===== config.mk =====
export PLATFORM = sky130hd
export DESIGN_NAME = modular_exponentiation_top
export DESIGN_NICKNAME = d
export VERILOG_FILES = /design/src/sv/mexp_pkg.sv /design/src/sv/mexp_dp.sv /design/src/sv/mexp_ctrl.sv /design/src/sv/modular_exponentiation_top.sv
export VERILOG_INCLUDE_DIRS = /design/src /design/src/sv
export SDC_FILE = /design/constraint.sdc
export NUM_CORES = 1
export LEC_CHECK = 0
export ABC_AREA = 1
export BUFFER_PORTS_ARGS = -buffer_cell sky130_fd_sc_hd__buf_2
export CAP_MARGIN = 20
export CORE_UTILIZATION = 45
export DETAILED_ROUTE_END_ITERATION = 6
export GPL_TIMING_DRIVEN = 0
export PLACE_DENSITY = 0.63
export SYNTH_ARGS = -nofsm -noshare
export SYNTH_HDL_FRONTEND = slang
export SYNTH_SLANG_ARGS = --single-unit

===== constraint.sdc =====
create_clock -name clk_i -period 6.1 [get_ports clk_i]
set_input_delay 1.83 -clock clk_i [delete_from_list [all_inputs] [get_ports clk_i]]
set_output_delay 1.83 -clock clk_i [all_outputs]
set_load 0.005 [all_outputs]

===== src/sv/assert_macros.svh =====
// ----------------------------------------------------------------------------
// assert_macros.svh
// concurrent assertion helpers, empty when SYNTHESIS is defined
// ----------------------------------------------------------------------------
`ifndef ASSERT_MACROS_SVH
`define ASSERT_MACROS_SVH

`ifndef SYNTHESIS
`define ASSERT_RST(lbl, clk, rst_n, prop, msg) \
  lbl: assert property (@(posedge clk) disable iff (!rst_n) prop) else $error(msg);
`define ASSERT_ALWAYS(lbl, clk, prop, msg) \
  lbl: assert property (@(posedge clk) prop) else $error(msg);
`else
`define ASSERT_RST(lbl, clk, rst_n, prop, msg)
`define ASSERT_ALWAYS(lbl, clk, prop, msg)
`endif

`endif


===== src/sv/mexp_pkg.sv =====
// ----------------------------------------------------------------------------
// mexp_pkg
// shared types for the modular exponentiation controller and datapath
// ----------------------------------------------------------------------------
`default_nettype none

package mexp_pkg;

  localparam int unsigned FieldW = 32;

  typedef enum logic [6:0] {
    S_IDLE  = 7'b0000001,
    S_START = 7'b0000010,
    S_RED   = 7'b0000100,
    S_BIT   = 7'b0001000,
    S_MULX  = 7'b0010000,
    S_NEXT  = 7'b0100000,
    S_SQR   = 7'b1000000
  } state_e;

  // multiplicand select of the modular multiplier
  typedef enum logic [1:0] {
    OPA_ONE = 2'd0,
    OPA_X   = 2'd1,
    OPA_P   = 2'd2
  } opa_sel_e;

  // multiplier select (scanned msb first)
  typedef enum logic {
    MLT_B = 1'b0,
    MLT_P = 1'b1
  } mlt_sel_e;

  typedef struct packed {
    logic     load;
    logic     mul_start;
    opa_sel_e opa_sel;
    mlt_sel_e mlt_sel;
    logic     mul_step;
    logic     p_take_acc;
    logic     x_take_p;
    logic     x_take_acc;
    logic     n_shift;
    logic     out_load;
  } cmd_t;

  typedef struct packed {
    logic m_zero;
    logic n_zero;
    logic n_bit0;
    logic n_rest_zero;
    logic x_first;
    logic mul_last;
    logic out_free;
  } status_t;

endpackage

`default_nettype wire


===== src/sv/mexp_dp.sv =====
// ----------------------------------------------------------------------------
// mexp_dp
// operand registers, shift-and-add modular multiplier and result register
// ----------------------------------------------------------------------------
`default_nettype none
`include "assert_macros.svh"

module mexp_dp #(
  parameter int unsigned WIDTH = 32
) (
  input  wire                                 clk_i,
  input  wire                                 rst_ni,
  input  wire mexp_pkg::cmd_t                 cmd_i,
  output mexp_pkg::status_t                   status_o,
  input  wire  [mexp_pkg::FieldW-1:0]         base_i,
  input  wire  [mexp_pkg::FieldW-1:0]         exponent_i,
  input  wire  [mexp_pkg::FieldW-1:0]         modulus_i,
  output logic [mexp_pkg::FieldW-1:0]         result_o,
  output logic                                bad_modulus_o,
  output logic                                out_valid_o,
  input  wire                                 out_ready_i
);

  localparam int unsigned CntW = $clog2(WIDTH);

  logic [WIDTH-1:0] b_q, b_d, n_q, n_d, m_q, m_d;
  logic [WIDTH-1:0] x_q, x_d, p_q, p_d;
  logic [WIDTH-1:0] acc_q, acc_d, opa_q, opa_d, mlt_q, mlt_d;
  logic [CntW-1:0]  cnt_q, cnt_d;
  logic             x_first_q, x_first_d;
  logic [mexp_pkg::FieldW-1:0] res_q, res_d;
  logic             bad_q, bad_d;
  logic             out_valid_q, out_valid_d;

  // one multiplier bit per cycle: acc = 2*acc (+ opa) mod m
  logic [WIDTH:0]   dbl, sum;
  logic [WIDTH-1:0] acc2, acc3, addend;

  always_comb begin
    dbl    = {1'b0, acc_q} + {1'b0, acc_q};
    acc2   = (dbl >= {1'b0, m_q}) ? WIDTH'(dbl - {1'b0, m_q}) : dbl[WIDTH-1:0];
    addend = mlt_q[WIDTH-1] ? opa_q : '0;
    sum    = {1'b0, acc2} + {1'b0, addend};
    acc3   = (sum >= {1'b0, m_q}) ? WIDTH'(sum - {1'b0, m_q}) : sum[WIDTH-1:0];
  end

  always_comb begin
    b_d         = b_q;
    n_d         = n_q;
    m_d         = m_q;
    x_d         = x_q;
    p_d         = p_q;
    acc_d       = acc_q;
    opa_d       = opa_q;
    mlt_d       = mlt_q;
    cnt_d       = cnt_q;
    x_first_d   = x_first_q;
    res_d       = res_q;
    bad_d       = bad_q;
    out_valid_d = out_valid_q;

    if (out_valid_q && out_ready_i) begin
      out_valid_d = 1'b0;
    end

    if (cmd_i.load) begin
      b_d       = WIDTH'(base_i);
      n_d       = WIDTH'(exponent_i);
      m_d       = WIDTH'(modulus_i);
      x_d       = WIDTH'(1);
      x_first_d = 1'b1;
    end

    if (cmd_i.mul_start) begin
      acc_d = '0;
      cnt_d = '0;
      case (cmd_i.opa_sel)
        mexp_pkg::OPA_ONE: opa_d = WIDTH'(1);
        mexp_pkg::OPA_X:   opa_d = x_q;
        mexp_pkg::OPA_P:   opa_d = p_q;
        default:           opa_d = p_q;
      endcase
      mlt_d = (cmd_i.mlt_sel == mexp_pkg::MLT_B) ? b_q : p_q;
    end

    if (cmd_i.mul_step) begin
      acc_d = acc3;
      mlt_d = {mlt_q[WIDTH-2:0], 1'b0};
      cnt_d = cnt_q + CntW'(1);
    end

    if (cmd_i.p_take_acc) begin
      p_d = acc3;
    end
    if (cmd_i.x_take_acc) begin
      x_d       = acc3;
      x_first_d = 1'b0;
    end
    if (cmd_i.x_take_p) begin
      x_d       = p_q;
      x_first_d = 1'b0;
    end
    if (cmd_i.n_shift) begin
      n_d = {1'b0, n_q[WIDTH-1:1]};
    end

    if (cmd_i.out_load) begin
      res_d       = (m_q == '0) ? '0 : mexp_pkg::FieldW'(x_q);
      bad_d       = (m_q == '0);
      out_valid_d = 1'b1;
    end
  end

  always_ff @(posedge clk_i or negedge rst_ni) begin
    if (!rst_ni) begin
      out_valid_q <= 1'b0;
      x_first_q   <= 1'b0;
      cnt_q       <= '0;
    end else begin
      out_valid_q <= out_valid_d;
      x_first_q   <= x_first_d;
      cnt_q       <= cnt_d;
    end
  end

  always_ff @(posedge clk_i) begin
    b_q   <= b_d;
    n_q   <= n_d;
    m_q   <= m_d;
    x_q   <= x_d;
    p_q   <= p_d;
    acc_q <= acc_d;
    opa_q <= opa_d;
    mlt_q <= mlt_d;
    res_q <= res_d;
    bad_q <= bad_d;
  end

  always_comb begin
    status_o.m_zero      = (m_q == '0);
    status_o.n_zero      = (n_q == '0);
    status_o.n_bit0      = n_q[0];
    status_o.n_rest_zero = (n_q[WIDTH-1:1] == '0);
    status_o.x_first     = x_first_q;
    status_o.mul_last    = (cnt_q == CntW'(WIDTH - 1));
    status_o.out_free    = !out_valid_q || out_ready_i;
  end

  assign result_o      = res_q;
  assign bad_modulus_o = bad_q;
  assign out_valid_o   = out_valid_q;

  `ASSERT_RST(a_acc_reduced, clk_i, rst_ni, cmd_i.mul_step |-> (acc_q < m_q) && (opa_q <= m_q), "multiplier accumulator not reduced")
  `ASSERT_RST(a_x_take_p_once, clk_i, rst_ni, cmd_i.x_take_p |-> x_first_q, "power copied into x after first multiply")

endmodule

`default_nettype wire


===== src/sv/mexp_ctrl.sv =====
// ----------------------------------------------------------------------------
// mexp_ctrl
// sequencer for reduction, multiply and square passes of the exponent scan
// ----------------------------------------------------------------------------
`default_nettype none
`include "assert_macros.svh"

module mexp_ctrl (
  input  wire                     clk_i,
  input  wire                     rst_ni,
  input  wire                     in_valid_i,
  output logic                    in_ready_o,
  output mexp_pkg::cmd_t          cmd_o,
  input  wire mexp_pkg::status_t  status_i
);

  mexp_pkg::state_e state_q, state_d;
  logic             done_q, done_d;

  always_comb begin
    state_d    = state_q;
    done_d     = 1'b0;
    cmd_o      = '0;
    in_ready_o = 1'b0;

    unique case (state_q)
      mexp_pkg::S_IDLE: begin
        in_ready_o = 1'b1;
        if (in_valid_i) begin
          cmd_o.load = 1'b1;
          state_d    = mexp_pkg::S_START;
        end
      end
      mexp_pkg::S_START: begin
        if (status_i.m_zero) begin
          done_d  = 1'b1;
          state_d = mexp_pkg::S_NEXT;
        end else begin
          // power = base mod m, as base times one
          cmd_o.mul_start = 1'b1;
          cmd_o.opa_sel   = mexp_pkg::OPA_ONE;
          cmd_o.mlt_sel   = mexp_pkg::MLT_B;
          state_d         = mexp_pkg::S_RED;
        end
      end
      mexp_pkg::S_RED: begin
        cmd_o.mul_step = 1'b1;
        if (status_i.mul_last) begin
          cmd_o.p_take_acc = 1'b1;
          state_d          = mexp_pkg::S_BIT;
        end
      end
      mexp_pkg::S_BIT: begin
        if (status_i.n_zero) begin
          done_d  = 1'b1;
          state_d = mexp_pkg::S_NEXT;
        end else if (status_i.n_bit0 && status_i.x_first) begin
          // first multiply of x = 1 by power is just power
          cmd_o.x_take_p = 1'b1;
          state_d        = mexp_pkg::S_NEXT;
        end else if (status_i.n_bit0) begin
          cmd_o.mul_start = 1'b1;
          cmd_o.opa_sel   = mexp_pkg::OPA_X;
          cmd_o.mlt_sel   = mexp_pkg::MLT_P;
          state_d         = mexp_pkg::S_MULX;
        end else begin
          state_d = mexp_pkg::S_NEXT;
        end
      end
      mexp_pkg::S_MULX: begin
        cmd_o.mul_step = 1'b1;
        if (status_i.mul_last) begin
          cmd_o.x_take_acc = 1'b1;
          state_d          = mexp_pkg::S_NEXT;
        end
      end
      mexp_pkg::S_NEXT: begin
        // done_q marks a finished run: zero modulus, zero exponent or a wait for the output register
        if (done_q || status_i.n_rest_zero) begin
          if (status_i.out_free) begin
            cmd_o.out_load = 1'b1;
            state_d        = mexp_pkg::S_IDLE;
          end else begin
            done_d = 1'b1;
          end
        end else begin
          cmd_o.n_shift   = 1'b1;
          cmd_o.mul_start = 1'b1;
          cmd_o.opa_sel   = mexp_pkg::OPA_P;
          cmd_o.mlt_sel   = mexp_pkg::MLT_P;
          state_d         = mexp_pkg::S_SQR;
        end
      end
      mexp_pkg::S_SQR: begin
        cmd_o.mul_step = 1'b1;
        if (status_i.mul_last) begin
          cmd_o.p_take_acc = 1'b1;
          state_d          = mexp_pkg::S_BIT;
        end
      end
      default: begin
        state_d = mexp_pkg::S_IDLE;
      end
    endcase
  end

  always_ff @(posedge clk_i or negedge rst_ni) begin
    if (!rst_ni) begin
      state_q <= mexp_pkg::S_IDLE;
      done_q  <= 1'b0;
    end else begin
      state_q <= state_d;
      done_q  <= done_d;
    end
  end

  `ASSERT_RST(a_mulx_to_next, clk_i, rst_ni, (state_q == mexp_pkg::S_MULX) && status_i.mul_last |=> (state_q == mexp_pkg::S_NEXT), "multiply pass did not end")
  `ASSERT_RST(a_done_holds, clk_i, rst_ni, done_q |-> (state_q == mexp_pkg::S_NEXT), "finish flag outside wait state")

endmodule

`default_nettype wire


===== src/sv/modular_exponentiation_top.sv =====
// a result follows one reduction pass of base mod m; each exponent bit above the lowest, up to
// the highest set bit, adds a square pass, and each set bit after the first set bit adds a multiply pass;
// a zero modulus skips all passes and answers with a zero result and the error flag
// one transaction in flight; the next is accepted the cycle after the result is loaded
// rst_ni is asynchronous, active low; clears the sequencer and the output valid
// ----------------------------------------------------------------------------
// modular_exponentiation_top
// right-to-left binary modular exponentiation with stream ports
// ----------------------------------------------------------------------------
`default_nettype none

module modular_exponentiation_top #(
  parameter int unsigned WIDTH = 32
) (
  input  wire         clk_i,
  input  wire         rst_ni,
  input  wire         s_axis_tvalid_i,
  output logic        s_axis_tready_o,
  input  wire  [95:0] s_axis_tdata_i,   // base [31:0], exponent [63:32], modulus [95:64]
  output logic        m_axis_tvalid_o,
  input  wire         m_axis_tready_i,
  output logic [31:0] m_axis_tdata_o,   // result [31:0]
  output logic        m_axis_tuser_o    // bad_modulus [0]
);

  mexp_pkg::cmd_t    cmd;
  mexp_pkg::status_t status;

  mexp_ctrl u_ctrl (
    .clk_i      (clk_i),
    .rst_ni     (rst_ni),
    .in_valid_i (s_axis_tvalid_i),
    .in_ready_o (s_axis_tready_o),
    .cmd_o      (cmd),
    .status_i   (status)
  );

  mexp_dp #(
    .WIDTH (WIDTH)
  ) u_dp (
    .clk_i         (clk_i),
    .rst_ni        (rst_ni),
    .cmd_i         (cmd),
    .status_o      (status),
    .base_i        (s_axis_tdata_i[31:0]),
    .exponent_i    (s_axis_tdata_i[63:32]),
    .modulus_i     (s_axis_tdata_i[95:64]),
    .result_o      (m_axis_tdata_o),
    .bad_modulus_o (m_axis_tuser_o),
    .out_valid_o   (m_axis_tvalid_o),
    .out_ready_i   (m_axis_tready_i)
  );

endmodule

`default_nettype wire

==> results by group, run 1 <==
Place
  – Port bufs: 134
  – Detailed placement HPWL: 53,800 um
  – Dpl cells: 3,234
  – GPL Wtd Cong: 0.969

Synthesis
  – Synth cell types: 52
  – Net Count, Synth: 2,708
  – Seq cells post-synth: 304
  – Sequential fraction of the synthesis area: 45.7%
  – Post-synth EDFFs: 287
  – Avg Cell Area, Syn: 7.88 um^2
  – Cell count after synthesis: 2,507
  – Commonest register cell after synthesis: edfxtp_1
  – YS warnings: 0
  – Post-synth ARST share: 4.93%
  – Mapped cell area: 19,800 um^2

Clocking
  – H-Tree Depth: 2
  – Clk root buf: clkbuf_16
  – Total CTS buffers: 38
  – Clock Latency Late Sink: 570 ps
  – Clk pin slew, worst setup/hold paths: 60 ps
  – CTS max path bufs: 3
  – CTS tree: yes
  – Clock Sinks: 304

Timing
  – Slew Limit Fails: 0
  – Fmax: 0.168 GHz
  – Final setup viols: 0
  – Final setup TNS: 0 ps
  – Skew final: 14.1 ps
  – Worst slew margin: 29.4%
  – RSZ-0062 raised after global routing: yes
  – Fin crit period: 5950 ps
  – Final Hold Viols: 0
  – Final period util: 97.6%
  – Worst-Margin Slew: 1050 ps

Worst setup path
  – CP Data Arrival Time: 6270 ps
  – Worst setup EP type: flop
  – Critical path origin: u_dp.m_q[1]
  – Critical path class: flop to flop
  – R2R Path Start: u_dp.m_q[1]
  – Worst R2R End: u_dp.x_q[30]
  – Flop-to-flop setup slack: 150 ps
  – Slowest CP cell: fa_1
  – Most frequent CP cell: nand2_1
  – Max incr delay on CP: 470 ps
  – Worst EP required: 6420 ps
  – Crit path to: u_dp.x_q[30]
  – CP delay by family, top: simple AND/OR/NAND/NOR gates
  – CP Launch Type: flop
  – Crit path depth: 33
  – Crit path buf inv count: 5
  – FF-to-FF path depth: 33
  – CP max FO: 8

Final layout
  – Diode count: 0
  – FILL cells: 4,026
  – P&R area growth vs syn: 24.8%
  – Sequential cell area: 9030 um^2
  – Final #Nets: 2,946
  – Share of cells above drive strength 1: 23.0%
  – Non-Filler Instances: 3,355
  – Area of the multi-input gates: 10,200 um^2
  – Post-layout util: 57.1%

Floorplanning
  – FP Rows: 76
  – Die H: 211 um
  – Die width: 211 um
  – Starting Density: 45.7%
  – Die footprint: 44,700 um^2
  – Core ar.: 43,200 um^2
  – Io pins: 135

Global routing
  – Remaining Overflow, GRT: 0
  – Met2 Track Usage GR: 49.2%
  – Gr usage total: 30.2%
  – Initial antenna violation count: 0
  – Most Crowded Layer GR: met2
  – M3 GR Usage: 4.61%
  – First-pass GRT wire length: 98,900 um
  – Vias in the first global route: 16,800
  – Largest net degree at the start of global routing: 42
  – GR met1 Demand/Resource: 40.5%

Drt
  – Vias: 17,700
  – Avg Vias per Cell: 5.28
  – Final wirelength: 68,500 um
  – Residual DRC: 0
  – Iteration-0 DRC Markers: 1,657
  – Routed len/inst: 20.4 um
  – DRT Pass-1 Iters: 6
  – Antenna-violating nets left: 0

Flow run
  – Max cap viols: 0

Hold path
  – Hold/Removal Path Class: flop to flop

Status
  – Status: finished, final reports clean
[logic make-up after synthesis]
group | synth area share, %
buffers and inverters | 10.2
xor gates and xnor gates | 2.53
and+or+nand+nor | 26.2
AOI/OAI and AO/OA | 8.83
adders and majority gates | 6.51
DFF | 45.7
[per-stage QoR]
stage	setup WS [ps]	hold WS, ps	area (um^2)
floorplan	915	461	19800
global placement	-1030	478	21200
detailed placement	-1110	475	21300
CTS	2.25	492	23200
global route	-123	514	24600
finish	146	490	24600
[state kept, by name, indices dropped and copies added, names as in the netlist, 32 cells and up]
name,count
u_dp.result_o,32
u_dp.acc_q,32
u_dp.x_q,32
u_dp.p_q,32
u_dp.b_q,32
u_dp.mlt_q,32
u_dp.opa_q,32
u_dp.m_q,32
u_dp.n_q,32
[cell type report]
cell class / instances / area share, %
clock inverter: 19 / 1.06
multi-input combinational: 1691 / 41.5
inverter: 460 / 7.06
timing repair buffer: 197 / 5.26
buffer: 52 / 1.42
tap: 585 / 2.97
clock buffer: 46 / 4.07
timing repair inverter: 1 / 0.0254
sequential: 304 / 36.7
[cells in the mapped netlist, types with 26 or more instances]
master | n | area share [%]
nand2_1 | 775 | 15
o21ai_0 | 92 | 2.3
a21oi_1 | 103 | 2.6
nand4_1 | 26 | 0.82
xnor2_1 | 32 | 1.4
edfxtp_1 | 287 | 44
o211ai_1 | 32 | 1.2
inv_1 | 453 | 8.6
nand3_1 | 139 | 3.5
nor2_1 | 176 | 3.3
ha_1 | 98 | 6.2
nand2_2 | 31 | 0.98
o22ai_1 | 32 | 1.0
[how the worst min path moves through the flow]
stage,startpoint,to,slack [ps],cells past startpoint
6_report,u_dp.mlt_q[0],u_dp.mlt_q[0],490,2
5_1_grt,u_dp.mlt_q[0],u_dp.mlt_q[0],510,2
4_1_cts,u_dp.mlt_q[0],u_dp.mlt_q[0],490,2
3_5_place_dp,u_dp.mlt_q[0],u_dp.mlt_q[0],470,2
3_3_place_gp,u_dp.mlt_q[0],u_dp.mlt_q[0],480,2
2_1_floorplan,u_dp.mlt_q[0],u_dp.mlt_q[0],460,2
[placed cells by master (no fill, tap or decap), types with 54 or more instances in the layout]
master and count:
o21ai_0 70, inv_1 425, nand2_1 710, a21oi_1 66, buf_4 54, nand2_2 83
nor2_1 148, edfxtp_1 287, nand3_1 120, buf_2 144
[repair_timing]
action                                  CTS  global route
gates resized for setup                 118           249
hold buffers                              0             0
endpoints found under the setup margin   96            96
cloned                                    0             4
buffers inserted                         16            36
pin swaps                                20            51
[routing by layer]
layer / part of all wire (%) / vias to the layer above
met5: 0 / -
met4: 4.1 / 0
li1: - / 8601
met1: 43 / 8367
met2: 46 / 627
met3: 6.8 / 118
[worst register-to-register path, delay by kind of cell, from the launching register on]
family                   cells  cell delay (ps)
adder cells (fa/ha/maj)      3             1210
flip-flops                   1              410
buffers and inverters        5              770
AO/OA/AOI/OAI                5             1000
AND/OR/NAND/NOR             20             2340
Power of run 1 is not shown: default switching activity piles up to over one toggle a cycle in this logic, so the estimate is an artifact.
==> inputs of run 2 (changes only) <==
- SYNTH_HIERARCHICAL: not set -> 1
==> run 2 against run 1 <==
  * Final cell count rose by 5.5%
  * First-iteration DRC count is 8.9% higher
  * Critical endpoint is now u_dp/x_q[15]
  * Synthesized area increased by 3.1%
  * Critical path type unchanged
  * Via count grew 5.8%
  * Highest routed layer unchanged
==> results by group, run 2 <==
Floorplanning
  – Die width: 215 um (+1.5%)
  – Starting Density: 45.8% (+0.084 points)
  – Die H: 215 um (+1.5%)
  – Io pins: 135 (unchanged)
  – Core ar.: 44,400 um^2 (+2.9%)
  – Die footprint: 46,100 um^2 (+3.0%)
  – FP Rows: 77 (+1.3%)

Global routing
  – Remaining Overflow, GRT: 0 (unchanged)
  – Vias in the first global route: 17,700 (+5.3%)
  – Initial antenna violation count: 0 (unchanged)
  – Largest net degree at the start of global routing: 35 (-17%)
  – First-pass GRT wire length: 105,000 um (+6.1%)
  – Gr usage total: 30.6% (+0.45 points)

Timing
  – Skew final: 29.8 ps (+15.7 ps)
  – Worst slew margin: 35.8% (+6.4 points)
  – Final period util: 97.0% (-0.61 points)
  – Final setup viols: 0 (unchanged)
  – Fin crit period: 5920 ps (-36.9 ps)
  – RSZ-0062 raised after global routing: yes
  – Worst-Margin Slew: 961 ps (-89.8 ps)
  – Slew Limit Fails: 0 (unchanged)
  – Fmax: 0.169 GHz (+0.62%)
  – Final Hold Viols: 0 (unchanged)

Drt
  – Routed len/inst: 20.2 um (-0.89%)
  – Residual DRC: 0 (unchanged)
  – DRT Pass-1 Iters: 6 (unchanged)
  – Avg Vias per Cell: 5.30 (+0.34%)
  – Antenna-violating nets left: 0 (unchanged)
  – Vias: 18,700 (+5.8%)
  – Final wirelength: 71,500 um (+4.5%)
  – Iteration-0 DRC Markers: 1,804 (+8.9%)

Final layout
  – P&R area growth vs syn: 20.9%
  – Most frequent cells in the layout: nand2_1 (845), inv_1 (475), edfxtp_1 (287)
  – Share of cells above drive strength 1: 17.5% (-5.4 points)
  – Final #Nets: 3,120 (+5.9%)
  – Commonest non-fill, non-tap cell in the layout: nand2_1
  – Post-route cell area: 24,600 um^2 (-0.14%)
  – Sequential cell area: 9030 um^2 (unchanged)
  – Diode count: 0 (unchanged)
  – FILL cells: 4,178 (+3.8%)
  – Area of the multi-input gates: 10,600 um^2 (+3.3%)

Worst setup path
  – Crit path to: u_dp/x_q[15]
  – Flop-to-flop setup slack: 180 ps (+40 ps)
  – R2R Path Start: u_dp/m_q[8]
  – Critical path origin: u_dp/m_q[8]
  – Max incr delay on CP: 380 ps (-90 ps)
  – CP Launch Type: flop
  – Slowest CP cell: edfxtp_1
  – Worst EP required: 6390 ps (-30 ps)
  – CP max FO: 10 (+2)
  – Most frequent CP cell: nand2_1
  – Worst R2R End: u_dp/x_q[15]
  – CP Data Arrival Time: 6200 ps (-70 ps)
  – Critical path class: flop to flop
  – FF-to-FF path depth: 39 (+18%)
  – Worst setup EP type: flop

Place
  – DP Area: 21,900 um^2 (+2.7%)
  – GPL Wtd Cong: 1.05 (+8.8%)
  – Detailed placement HPWL: 58,300 um (+8.4%)
  – Port bufs: 134 (unchanged)

Synthesis
  – Seq cells post-synth: 304 (unchanged)
  – Top cells by area, synth: edfxtp_1 (42%), nand2_1 (17%), inv_1 (9.1%)
  – Net Count, Synth: 2,928 (+8.1%)
  – Mapped cell area: 20,400 um^2 (+3.1%)
  – Post-synth EDFFs: 287 (unchanged)
  – Post-synth top area share: 42.3% (-1.3 points)
  – YS warnings: 6 (+6)
  – Commonest register cell after synthesis: edfxtp_1
  – Sequential fraction of the synthesis area: 44.4% (-1.4 points)
  – Avg Cell Area, Syn: 7.46 um^2 (-5.2%)
  – Top-count cell post-synth: nand2_1
  – Top post-synthesis cells by count: nand2_1 (919), inv_1 (493), edfxtp_1 (287)
  – Post-synth ARST share: 4.93% (unchanged)
  – Area leader, netlist: edfxtp_1
  – Cell count after synthesis: 2,727 (+8.8%)
  – Synth cell types: 48 (-7.7%)

Clocking
  – H-Tree Depth: 2 (unchanged)
  – Clk pin slew, worst setup/hold paths: 60 ps (about the same)
  – CTS max path bufs: 3 (unchanged)
  – Hold_buf cts: 0 (unchanged)
  – Total CTS buffers: 35 (-7.9%)
  – CTS tree: yes
  – Clock Latency Late Sink: 560 ps (about the same)
  – Clock Sinks: 304 (unchanged)
  – Clk root buf: clkbuf_16

Status
  – Status: finished, final reports clean

Hold path
  – Hold Crit Start: u_dp/n_q[31]
  – Hold/Removal Path Class: flop to flop

Flow run
  – Max cap viols: 0 (unchanged)
[run 2: changes by cell type in the layout (fill, tap and decap cells not counted), sizes merged, moves of 9 or more]
cell	delta
o21ai	+23
a21oi	-24
nand3b	+11
nor2	+52
xor2	-12
inv	+43
clkbuf	+16
xnor2	-9
buf	-49
o211ai	-31
nor4	+10
nand2	+127
nand3	+24
[run 2: how the worst min path moves through the flow]
stage | to | slack, ps | cells after the start
3_5_place_dp | u_dp/n_q[31] | 470 | 2
4_1_cts | u_dp/mlt_q[0] | 480 | 2
6_report | u_dp/n_q[31] | 480 | 2
2_1_floorplan | u_dp/n_q[31] | 440 | 2
3_3_place_gp | u_dp/mlt_q[0] | 460 | 2
5_1_grt | u_dp/n_q[31] | 510 | 2
[run 2: cell families (layout without fill, tap and decap cells)]
kind of cell               after synthesis  after routing  synth area share (%)
AOI/OAI and AO/OA                      264            264                  6.98
buffers and inverters                  563            782                  10.7
adders and majority gates              101            101                  6.32
xor gates and xnor gates                36             36                  1.55
and+or+nand+nor                       1459           1459                  30.0
DFF                                    304            304                  44.4
[run 2: timing repair]
action / CTS / global route
pin swaps: 3 / 26
setup endpoints to repair: 96 / 96
hold endpoints to repair: 0 / 0
gates resized for setup: 95 / 206
setup buffers: 3 / 12
[run 2: per-layer routing]
metal  share of wire, %  vias up  GRT usage, %
li1                   -     9076             -
met1                 43     8818          42.3
met2                 45      736          48.4
met3                8.4      112          5.35
met4                3.4        0          10.7
met5                  0        -             0
[run 2: metrics by stage]
step                util [%]  setup TNS, ps  worst slack [ps]  std cells  hold slack (ps)
floorplan                  -              0              1040       2727              439
global placement        49.0         -87400              -632       3453              463
detailed placement      49.4         -44350              -649       3459              472
CTS                     53.0              0             0.511       3526              480
global route            55.4          -3340              -116       3538              515
finish                  55.4              0               183       3538              479
[run 2: final cells by class]
class	instances	share of cell area, %
Clock inverter	14	0.580
Tap cell	592	3.01
Clock buffer	50	4.00
Inverter	506	7.74
Multi-Input combinational cell	1860	42.9
Timing Repair Buffer	155	3.70
Sequential cell	304	36.7
Buffer	57	1.36
[run 2: worst max-delay path, delay by kind of cell (launching register included)]
kind	cells	cell delay [ps]
compound gates	1	120
fa+ha+maj	3	890
buf+inv	6	830
flops	1	380
simple gates	29	3410
Power of run 2 is left out for the same reason.
==> inputs of run 3 (changes only) <==
- CORE_UTILIZATION: 45 -> 30
- PLACE_DENSITY: 0.63 -> 0.46
==> run 3 against run 2 <==
  * Global-route usage fell by 9.1 points
  * Routed wire length increased by 4.7%
  * First-iteration DRC count fell by 21%
  * Flip-flop and latch count unchanged
  * Critical endpoint is now u_dp/p_q[18]
  * Design area rose by 3.4%
  * Utilization down 18 points
  * Highest routed layer unchanged
  * Sequential share of layout area down 1.2 points
  * Via count shrank 2.5%
  * Die area increased by 49%
  * Count of clock-buffer cells in the layout fell by 4
  * Final cell count grew 8.7%
  * Fmax is 0.72% higher
==> results by group, run 3 (synthesis results as in run 2) <==
Status
  – Status: finished, final reports clean

Global routing
  – Largest net degree at the start of global routing: 65 (+86%)
  – First-pass GRT wire length: 111,000 um (+5.5%)
  – Vias in the first global route: 17,800 (+0.53%)
  – Remaining Overflow, GRT: 0 (unchanged)
  – Gr usage total: 21.5% (-9.1 points)
  – Initial antenna violation count: 0 (unchanged)

Final layout
  – Commonest non-fill, non-tap cell in the layout: nand2_1
  – Sequential cell area: 9030 um^2 (unchanged)
  – FILL cells: 7,051 (+69%)
  – Final #Nets: 3,145 (+0.80%)
  – P&R area growth vs syn: 25.1%
  – Area of the multi-input gates: 10,700 um^2 (+1.3%)
  – Diode count: 0 (unchanged)
  – Post-layout util: 37.9% (-18 points)
  – Share of cells above drive strength 1: 19.8% (+2.3 points)
  – Post-route cell area: 25,500 um^2 (+3.4%)
  – Most frequent cells in the layout: nand2_1 (834), inv_1 (470), edfxtp_1 (287)

Clocking
  – H-Tree Depth: 2 (unchanged)
  – CTS tree: yes
  – Hold_buf cts: 0 (unchanged)
  – Clock Latency Late Sink: 580 ps (+20 ps)
  – CTS max path bufs: 3 (unchanged)
  – Clk pin slew, worst setup/hold paths: 60 ps (about the same)
  – Total CTS buffers: 39 (+11%)
  – Clk root buf: clkbuf_16
  – Clock Sinks: 304 (unchanged)

Drt
  – Vias: 18,300 (-2.5%)
  – Routed len/inst: 19.5 um (-3.7%)
  – Final wirelength: 74,900 um (+4.7%)
  – DRT Pass-1 Iters: 6 (unchanged)
  – Antenna-violating nets left: 0 (unchanged)
  – Avg Vias per Cell: 4.75 (-10%)
  – Residual DRC: 0 (unchanged)
  – Iteration-0 DRC Markers: 1,425 (-21%)

Floorplanning
  – Core ar.: 67,200 um^2 (+51%)
  – Die H: 262 um (+22%)
  – FP Rows: 95 (+23%)
  – Die width: 262 um (+22%)
  – Io pins: 135 (unchanged)
  – Die footprint: 68,900 um^2 (+49%)
  – Starting Density: 30.3% (-16 points)

Timing
  – WHS: 481 ps (+2.12 ps)
  – Fmax: 0.170 GHz (+0.72%)
  – Final period util: 96.3% (-0.69 points)
  – Skew final: 19.8 ps (-9.97 ps)
  – Worst slew margin: 35.6% (-0.18 points)
  – Slew Limit Fails: 0 (unchanged)
  – Fin crit period: 5880 ps (-42.3 ps)
  – Worst-Margin Slew: 966 ps (+5.01 ps)
  – Final setup TNS: 0 ps (unchanged)
  – Final Hold Viols: 0 (unchanged)
  – Final setup viols: 0 (unchanged)

Worst setup path
  – Flop-to-flop setup slack: 220 ps (+40 ps)
  – Critical path origin: u_dp/m_q[30]
  – Crit path to: u_dp/p_q[18]
  – CP delay by family, top: simple AND/OR/NAND/NOR gates
  – Crit path buf inv count: 9 (+3)
  – CP Launch Type: flop
  – Worst EP required: 6420 ps (+30 ps)
  – R2R Path Start: u_dp/m_q[30]
  – CP max FO: 10 (unchanged)
  – CP Data Arrival Time: 6200 ps (about the same)
  – Slowest CP cell: edfxtp_1
  – Max incr delay on CP: 400 ps (+20 ps)
  – Crit path depth: 38 (-2.6%)
  – Critical path class: flop to flop
  – FF-to-FF path depth: 38 (-2.6%)
  – Worst setup EP type: flop
  – Worst R2R End: u_dp/p_q[18]
  – Most frequent CP cell: nand2_1

Place
  – Detailed placement HPWL: 61,000 um (+4.7%)
  – GPL Wtd Cong: 0.954 (-9.5%)
  – Port bufs: 134 (unchanged)
  – DP Area: 22,300 um^2 (+1.8%)

Hold path
  – Hold/Removal Path Class: flop to flop

Flow run
  – Max cap viols: 0 (unchanged)
run 3: worst min-delay path: cells and delay by family (launching register included):
kind / cells / cell delay (ps)
AO/OA/AOI/OAI: 1 / 60
buffers and inverters: 1 / 70
flip-flops: 1 / 310
run 3: area by class of cell:
class	instances	share of cell area (%)
clock buffer	46	3.94
multi-input combinational	1860	42.0
buffer	57	1.30
tap	873	4.29
sequential	304	35.5
clock inverter	24	1.20
timing repair buffer	176	4.26
inverter	506	7.48
run 3: metal layers:
layer,share of wire [%],vias up,global-route usage (%)
li1,-,9149,-
met1,45,8592,28.7
met2,48,446,36.7
met3,4.7,80,2.97
met4,2.4,0,4.99
met5,0,-,0
run 3: per-stage QoR:
stage          std cells  worst slack (ps)
6_report            3846               225
5_1_grt             3846             -52.1
4_1_cts             3820             0.482
3_5_place_dp        3742              -610
3_3_place_gp        3734             -1140
2_1_floorplan       2727              1040
run 3: how the worst min path moves through the flow:
stage	start	slack, ps	cells after the start	endpoint
2_1_floorplan	u_dp/n_q[31]	440	2	u_dp/n_q[31]
3_5_place_dp	u_dp/n_q[31]	470	2	u_dp/n_q[31]
6_report	u_dp/n_q[31]	480	2	u_dp/n_q[31]
3_3_place_gp	u_dp/x_first_q	460	1	u_dp/x_first_q
4_1_cts	u_dp/n_q[31]	480	2	u_dp/n_q[31]
5_1_grt	u_dp/x_first_q	510	1	u_dp/x_first_q
run 3: repair_timing:
item,CTS,global route
pin swaps,7,33
gates resized for setup,137,188
buffers inserted,8,26
endpoints found under the setup margin,96,96
endpoints found under the hold margin,0,0
Power of run 3 is left out for the same reason.
